[src/hw/rtl/spq_pkg.sv]
// ----------------------------------------------------------------------------
// spq_pkg: shared types and constants of the sorted priority queue
// Word layouts of the request and response channels, the entry held in a
// cell and the control word broadcast along the cell chain.
// ----------------------------------------------------------------------------
package spq_pkg;

    localparam int QUEUE_DEPTH   = 16;
    localparam int PRIORITY_BITS = 16;
    localparam int PAYLOAD_BITS  = 32;
    localparam int CAP_BITS      = 5;
    localparam int COUNT_BITS    = 5;
    localparam int CAP_RESET     = 16;

    typedef enum logic
    {
        OP_ENQ = 1'b0,
        OP_DEQ = 1'b1
    } op_t;

    typedef enum logic [1:0]
    {
        ST_DONE  = 2'd0,
        ST_FULL  = 2'd1,
        ST_EMPTY = 2'd2
    } status_t;

    typedef struct packed
    {
        op_t                      opcode;
        logic [PRIORITY_BITS-1:0] priority_req;
        logic [PAYLOAD_BITS-1:0]  payload;
    } req_t;

    typedef struct packed
    {
        status_t                  status;
        logic [PRIORITY_BITS-1:0] out_priority;
        logic [PAYLOAD_BITS-1:0]  out_payload;
        logic [COUNT_BITS-1:0]    entry_count;
        logic                     is_empty;
        logic                     is_full;
    } rsp_t;

    typedef struct packed
    {
        logic [PRIORITY_BITS-1:0] prio;
        logic [PAYLOAD_BITS-1:0]  data;
    } entry_t;

    typedef struct packed
    {
        logic   enq;
        logic   deq;
        entry_t entry;
    } cell_ctrl_t;

endpackage

[src/hw/rtl/sorted_priority_queue_unit.sv]
// ----------------------------------------------------------------------------
// sorted_priority_queue_unit: insertion-sorted bounded priority queue
// Holds priority/payload entries in a row of compare-and-shift cells with
// the smallest priority in cell 0.
// ----------------------------------------------------------------------------
//
//  Channel | Handshake             | Word                 | Direction
//  --------+-----------------------+----------------------+----------
//  req     | req_valid / req_ready | spq_pkg::req_t       | in
//  rsp     | rsp_valid / rsp_ready | spq_pkg::rsp_t       | out
//  cfg     | cfg_valid / cfg_ready | capacity_in_use, 5 b | in
//
//  Each request word is handled in the cycle it is accepted; its response
//  word sits in the output register from the next cycle on. With rsp_ready
//  high the unit takes one request word per cycle; the cell row updates on
//  each accepted word, and the single output register sets that rate.
//  A response not taken stalls the request side until it drains.
//  Reset empties the queue and sets capacity to 16; no clearing pass runs,
//  since cells beyond the count are never read.
//
module sorted_priority_queue_unit
#(
    parameter int QUEUE_DEPTH = spq_pkg::QUEUE_DEPTH
)
(
    input  logic                           clk,
    input  logic                           rst_n,
    input  logic                           req_valid,
    output logic                           req_ready,
    input  spq_pkg::req_t                  req,
    output logic                           rsp_valid,
    input  logic                           rsp_ready,
    output spq_pkg::rsp_t                  rsp,
    input  logic                           cfg_valid,
    output logic                           cfg_ready,
    input  logic [spq_pkg::CAP_BITS-1:0]   cfg_data
);

    localparam int CntW   = $clog2(QUEUE_DEPTH + 1);
    localparam int CapW   = spq_pkg::CAP_BITS;
    localparam int CmpW   = (CntW > CapW) ? CntW : CapW;
    localparam int CountW = spq_pkg::COUNT_BITS;

    // Control state.
    logic [CntW-1:0]     count_reg;
    logic [CntW-1:0]     count_next;
    logic [CapW-1:0]     cap_reg;
    logic                rsp_valid_reg;
    logic                rsp_valid_next;

    // Output word register.
    spq_pkg::rsp_t       rsp_reg;
    spq_pkg::rsp_t       rsp_next;

    // Cell row wiring.
    spq_pkg::cell_ctrl_t cell_ctrl;
    spq_pkg::entry_t     cell_entry [QUEUE_DEPTH];
    logic [QUEUE_DEPTH-1:0] take_vec;

    logic                accept;
    logic [CmpW-1:0]     cap_eff;
    logic [CmpW-1:0]     count_ext;
    logic [CmpW-1:0]     count_next_ext;

    // Take a new request whenever the output register is free or draining.
    assign req_ready = !rsp_valid_reg || rsp_ready;
    assign accept    = req_valid && req_ready;
    assign cfg_ready = 1'b1;
    assign rsp_valid = rsp_valid_reg;
    assign rsp       = rsp_reg;

    // Clamp capacity: zero acts as one, above the depth acts as the depth.
    always_comb
    begin
        if (cap_reg == '0)
        begin
            cap_eff = CmpW'(1);
        end
        else if (CmpW'(cap_reg) > CmpW'(QUEUE_DEPTH))
        begin
            cap_eff = CmpW'(QUEUE_DEPTH);
        end
        else
        begin
            cap_eff = CmpW'(cap_reg);
        end
    end

    assign count_ext      = CmpW'(count_reg);
    assign count_next_ext = CmpW'(count_next);

    // Decode the accepted word: drive the cell row and build the response.
    always_comb
    begin
        cell_ctrl.enq        = 1'b0;
        cell_ctrl.deq        = 1'b0;
        cell_ctrl.entry.prio = req.priority_req;
        cell_ctrl.entry.data = req.payload;
        count_next           = count_reg;
        rsp_next.status       = spq_pkg::ST_DONE;
        rsp_next.out_priority = '0;
        rsp_next.out_payload  = '0;
        if (accept)
        begin
            case (req.opcode)
                spq_pkg::OP_ENQ:
                begin
                    if (count_ext >= cap_eff)
                    begin
                        rsp_next.status = spq_pkg::ST_FULL;
                    end
                    else
                    begin
                        cell_ctrl.enq = 1'b1;
                        count_next    = count_reg + CntW'(1);
                    end
                end
                spq_pkg::OP_DEQ:
                begin
                    if (count_reg == '0)
                    begin
                        rsp_next.status = spq_pkg::ST_EMPTY;
                    end
                    else
                    begin
                        // Hand out the head and shift the row toward it.
                        cell_ctrl.deq         = 1'b1;
                        rsp_next.out_priority = cell_entry[0].prio;
                        rsp_next.out_payload  = cell_entry[0].data;
                        count_next            = count_reg - CntW'(1);
                    end
                end
                default:
                begin
                end
            endcase
        end
        rsp_next.entry_count = CountW'(count_next);
        rsp_next.is_empty    = (count_next == '0);
        rsp_next.is_full     = (count_next_ext >= cap_eff);
    end

    // Hold the response until taken; load a new one on every accept.
    always_comb
    begin
        rsp_valid_next = rsp_valid_reg;
        if (accept)
        begin
            rsp_valid_next = 1'b1;
        end
        else if (rsp_ready)
        begin
            rsp_valid_next = 1'b0;
        end
    end

    always_ff @(posedge clk or negedge rst_n)
    begin
        if (!rst_n)
        begin
            count_reg     <= '0;
            cap_reg       <= CapW'(spq_pkg::CAP_RESET);
            rsp_valid_reg <= 1'b0;
        end
        else
        begin
            count_reg     <= count_next;
            rsp_valid_reg <= rsp_valid_next;
            if (cfg_valid && cfg_ready)
            begin
                cap_reg <= cfg_data;
            end
        end
    end

    always_ff @(posedge clk)
    begin
        if (accept)
        begin
            rsp_reg <= rsp_next;
        end
    end

    // Cell row: cell 0 is the head, each cell sees both neighbors.
    for (genvar i = 0; i < QUEUE_DEPTH; i++)
    begin : g_cell
        logic            left_take;
        spq_pkg::entry_t left_entry;
        spq_pkg::entry_t right_entry;

        if (i == 0)
        begin : g_head
            assign left_take  = 1'b0;
            assign left_entry = '0;
        end
        else
        begin : g_body
            assign left_take  = take_vec[i-1];
            assign left_entry = cell_entry[i-1];
        end

        if (i == QUEUE_DEPTH - 1)
        begin : g_tail
            assign right_entry = cell_entry[i];
        end
        else
        begin : g_mid
            assign right_entry = cell_entry[i+1];
        end

        spq_cell u_cell
        (
            .clk         (clk),
            .ctrl        (cell_ctrl),
            .occupied    (count_reg > CntW'(i)),
            .left_take   (left_take),
            .left_entry  (left_entry),
            .right_entry (right_entry),
            .take        (take_vec[i]),
            .entry       (cell_entry[i])
        );
    end

endmodule

[src/hw/rtl/spq_cell.sv]
// ----------------------------------------------------------------------------
// spq_cell: one slot of the sorted queue
// Compares its entry with the incoming priority; on insert it loads the new
// entry or its left neighbor's, on removal it loads its right neighbor's.
// ----------------------------------------------------------------------------
module spq_cell
(
    input  logic                clk,
    input  spq_pkg::cell_ctrl_t ctrl,
    input  logic                occupied,
    input  logic                left_take,
    input  spq_pkg::entry_t     left_entry,
    input  spq_pkg::entry_t     right_entry,
    output logic                take,
    output spq_pkg::entry_t     entry
);

    spq_pkg::entry_t entry_reg;
    spq_pkg::entry_t entry_next;

    // At or behind the insert point: empty, or priority not below the new one.
    assign take  = !(occupied && (entry_reg.prio < ctrl.entry.prio));
    assign entry = entry_reg;

    always_comb
    begin
        entry_next = entry_reg;
        if (ctrl.enq)
        begin
            if (take)
            begin
                entry_next = left_take ? left_entry : ctrl.entry;
            end
        end
        else if (ctrl.deq)
        begin
            entry_next = right_entry;
        end
    end

    always_ff @(posedge clk)
    begin
        entry_reg <= entry_next;
    end

endmodule

[config.mk]
export PLATFORM = sky130hd
export DESIGN_NAME = sorted_priority_queue_unit
export DESIGN_NICKNAME = d
export VERILOG_FILES = /design/src/hw/rtl/spq_pkg.sv /design/src/hw/rtl/sorted_priority_queue_unit.sv /design/src/hw/rtl/spq_cell.sv
export SDC_FILE = /design/constraint.sdc
export NUM_CORES = 2
export LEC_CHECK = 0
export BUFFER_PORTS_ARGS = -buffer_cell sky130_fd_sc_hd__buf_2
export CORE_ASPECT_RATIO = 0.9
export CORE_MARGIN = 8
export CORE_UTILIZATION = 55
export CTS_BUF_LIST = sky130_fd_sc_hd__clkbuf_8
export DETAILED_ROUTE_END_ITERATION = 6
export PLACE_DENSITY_LB_ADDON = 0.05
export SLEW_MARGIN = 0
export SYNTH_ARGS = -nofsm -noshare
export SYNTH_HDL_FRONTEND = slang
export SYNTH_SLANG_ARGS = --single-unit
[constraint.sdc]
create_clock -name clk -period 14.3 [get_ports clk]
set_input_delay 0.715 -clock clk [delete_from_list [all_inputs] [get_ports clk]]
set_output_delay 0.715 -clock clk [all_outputs]
set_load 0.05 [all_outputs]
==> metrics.md <==
| Metric | Value |
|---|---|
| Status | `completed` |
| Most frequent cells in the layout | `edfxtp_1, a21oi_1, mux2i_1, nor2_1, nand2_1` |
| Drt drc | `0` |
| Final hold violation count | `0` |
| CTS tree | `done` |
| Die area | `93200 sq um` |
| Mux share of post-synthesis cell area | `0.152` |
| Synthesized Nets | `4428` |
| Clock Tree Buf Depth | `3` |
| FMAX | `167 MHz` |
| Post-DP HPWL | `75100 microns` |
| CP Data Required Time | `14.92 ns` |
| LEAKAGE | `21.1 nW` |
| Crit path kind | `reg2reg` |
| Worst slew margin | `0.151` |
| Buf/Inv on CP | `3` |
| Setup TNS | `0 ns` |
| Final nets | `4446` |
| Startpoint types | `flip-flop` |
| Synthesized flop and latch total | `836` |
| Mapped cell area | `46000 sq um` |
| Worst EP arrival | `6.60 ns` |
| Post-DR vias/cell | `6.12` |
| Number of distinct library cells after synthesis | `50` |
| Post-synth EDFFs | `825` |
| Synth warn | `0` |
| Total GRT Usage | `0.275` |
| Commonest non-fill, non-tap cell in the layout | `edfxtp_1` |
| Clk_lat worst skew | `0.81 ns` |
| Total global routing overflow | `0` |
| Post-CTS setup repair buffer count | `0` |
| Share of cells above drive strength 1 | `0.101` |
| 1st-pass router iterations | `5` |
| Synth Area in Compound Gates | `0.112` |
| First-pass GRT wire length | `198000 microns` |
| Ports | `119` |
| RSZ-0062 raised after global routing | `no` |
| Filler Cells Inserted | `7101` |
| Critical Path, Cell by Cell | `nor3_1 > nor2_1 > nor2_1 > ha_1 > nor3b_1 > o21ai_0 > a211oi_1 > and2_4 > buf_4 > buf_4 > buf_4 > nand2_1 > o211ai_1` |
| Reg clk slew, reported paths | `0.06 ns` |
| Peak VDD IR | `0.163 mV` |
| Std-Cell Rows | `100` |
| Crit-path max FO | `106` |
| Post-route minimum period | `5.97 ns` |
| Average wire per standard cell | `24.6 microns` |
| Vias in the first global route | `31700` |
| Detailed Route WL | `132000 microns` |
| Die Y-Extent | `290 microns` |
| Critical-path top delay cell | `buf_4` |
| ANT nets after route | `0` |
| Primary FF master, synth | `edfxtp_1` |
| Final Skew | `0.0290 ns` |
| Clock root cell | `clkbuf_8` |
| Syn-to-layout area delta | `8.90%` |
| Via count | `32800` |
| Avg Cell Area, Syn | `11.2 sq um` |
| Core area | `82800 sq um` |
| Top delay family on crit path | `buffers and inverters` |
| CTS Buf Count | `144` |
| Final Core Density | `0.605` |
| Max reg flops | `768` |
| Sequential cell area fraction in the yosys report | `0.544` |
| Adder-cell share of the synthesized area | `0.0693` |
| Max Slew Vio Count | `0` |
| Max Cap Violations | `0` |
| Cell Pwr Density | `188 nW/um^2` |
| # setup viols final | `0` |
| Multi-input logic area | `20000 sq um` |
| Crit path largest cell delay | `0.90 ns` |
| Die W | `321 microns` |
| Largest family of logic cells by synthesized area | `multiplexers` |
| CTS H-tree lvls | `4` |
| Fraction of registers with async set or reset after synthesis | `0.0132` |
| IO Port Bufs | `117` |
| Least-Margin Pin Slew | `1.27 ns` |
| Synth Area in Simple Gates | `0.0943` |
| GPL Wtd Cong | `0.807` |
| Largest net degree at the start of global routing | `236` |
| Register Area | `25100 sq um` |
| Cell mode on critical path | `buf_4` |
| Worst hold path class | `in2reg` |
| Cells after synthesis | `4114` |
| Period utilization | `0.418` |
| Worst Setup End Kind | `flip-flop` |
| XOR/XNOR Fraction of Synth Area | `0.000190` |
| CTS Sinks | `836` |
| Initial core utilization | `0.556` |
| Initial DRC Count | `3864` |
| Antenna violations before repair | `10` |
## layer usage
metal	wire, microns	GRT usage
met2	55600	0.399
met3	11000	0.0600
met5	8	0
met4	3110	0.0733
met1	62200	0.416
## synthesized netlist by cell type, types with 22 or more instances
library cell | count | area [sq um]
a21o_1 | 42 | 315
a21oi_1 | 656 | 3280
and3_1 | 50 | 313
buf_1 | 23 | 86.3
buf_2 | 37 | 185
clkbuf_1 | 241 | 905
edfxtp_1 | 825 | 24800
ha_1 | 255 | 3190
inv_1 | 24 | 90.1
mux2_2 | 43 | 484
mux2i_1 | 639 | 6400
nand2_1 | 289 | 1080
nand2b_1 | 22 | 138
nand3_1 | 41 | 205
nand4_1 | 22 | 138
nor2_1 | 606 | 2270
o211ai_1 | 36 | 270
o21ai_0 | 122 | 611
## final timing paths
check / from / endpoint / slack [ns] / depth (start not counted)
worst max-delay path: cap_reg[3] / g_cell[14].u_cell.entry[24] / 8.33 / 13
worst min-delay path: req_valid / rsp_valid / 0.12 / 2
worst max register to register: cap_reg[3] / g_cell[14].u_cell.entry[24] / 8.33 / 13
worst min register to register: rsp_valid / rsp_valid / 0.53 / 2
max in group asynchronous: rst_n / cap_reg[4] / 13.71 / 2
min in group asynchronous: rst_n / cap_reg[0] / 0.31 / 2
## metrics by stage
step	cell area (sq um)	total power [mW]	setup WS [ns]	std cells	hold WS, ns
after floorplan	46000	6.23	8.06	4114	0.419
after global placement	47600	7.33	8.44	5107	0.496
after detailed placement	47600	7.40	8.39	5107	0.504
after CTS	50100	9.39	8.36	5356	0.0382
after global routing	50100	9.86	7.77	5358	0.0574
final	50100	9.40	8.33	5361	0.115
## repair_timing
item	in CTS	in global routing
hold endpoints to repair	11	0
hold buffers	1	0
gates resized for setup	0	0
endpoints found under the setup margin	0	0
## worst reg2reg max path, cell delays in order, from the launching register on
cell      delay, ns
dfrtp_1        0.38
nor3_1         0.20
nor2_1         0.06
nor2_1         0.18
ha_1           0.27
nor3b_1        0.18
o21ai_0        0.15
a211oi_1       0.45
and2_4         0.79
buf_4          0.81
buf_4          0.96
buf_4          0.94
nand2_1        0.20
o211ai_1       0.22
## cell type report
cell class / count / area share
antenna: 5 / 0.000250
clock inverter: 99 / 0.00879
inverter: 25 / 0.00190
clock buffer: 149 / 0.0409
multi-input combinational: 2946 / 0.399
tap: 1122 / 0.0280
sequential: 836 / 0.500
timing repair buffer: 179 / 0.0218
## power breakdown
part           total (mW)  switching (mW)  internal, mW
sequential           3.83           0.323          3.51
combinational        3.58            2.31          1.27
clock                1.99            1.03         0.964
total                9.40            3.67          5.74
## cell families (layout without fill, tap and decap cells)
group,count (synthesis),in the layout
simple gates,1062,1062
mux,691,691
flops,836,836
xor+xnor,1,1
compound gates,936,936
buf+inv,332,452
other cells,1,6
fa+ha+maj,255,255
No activity file was read; power rests on OpenSTA's default activity.
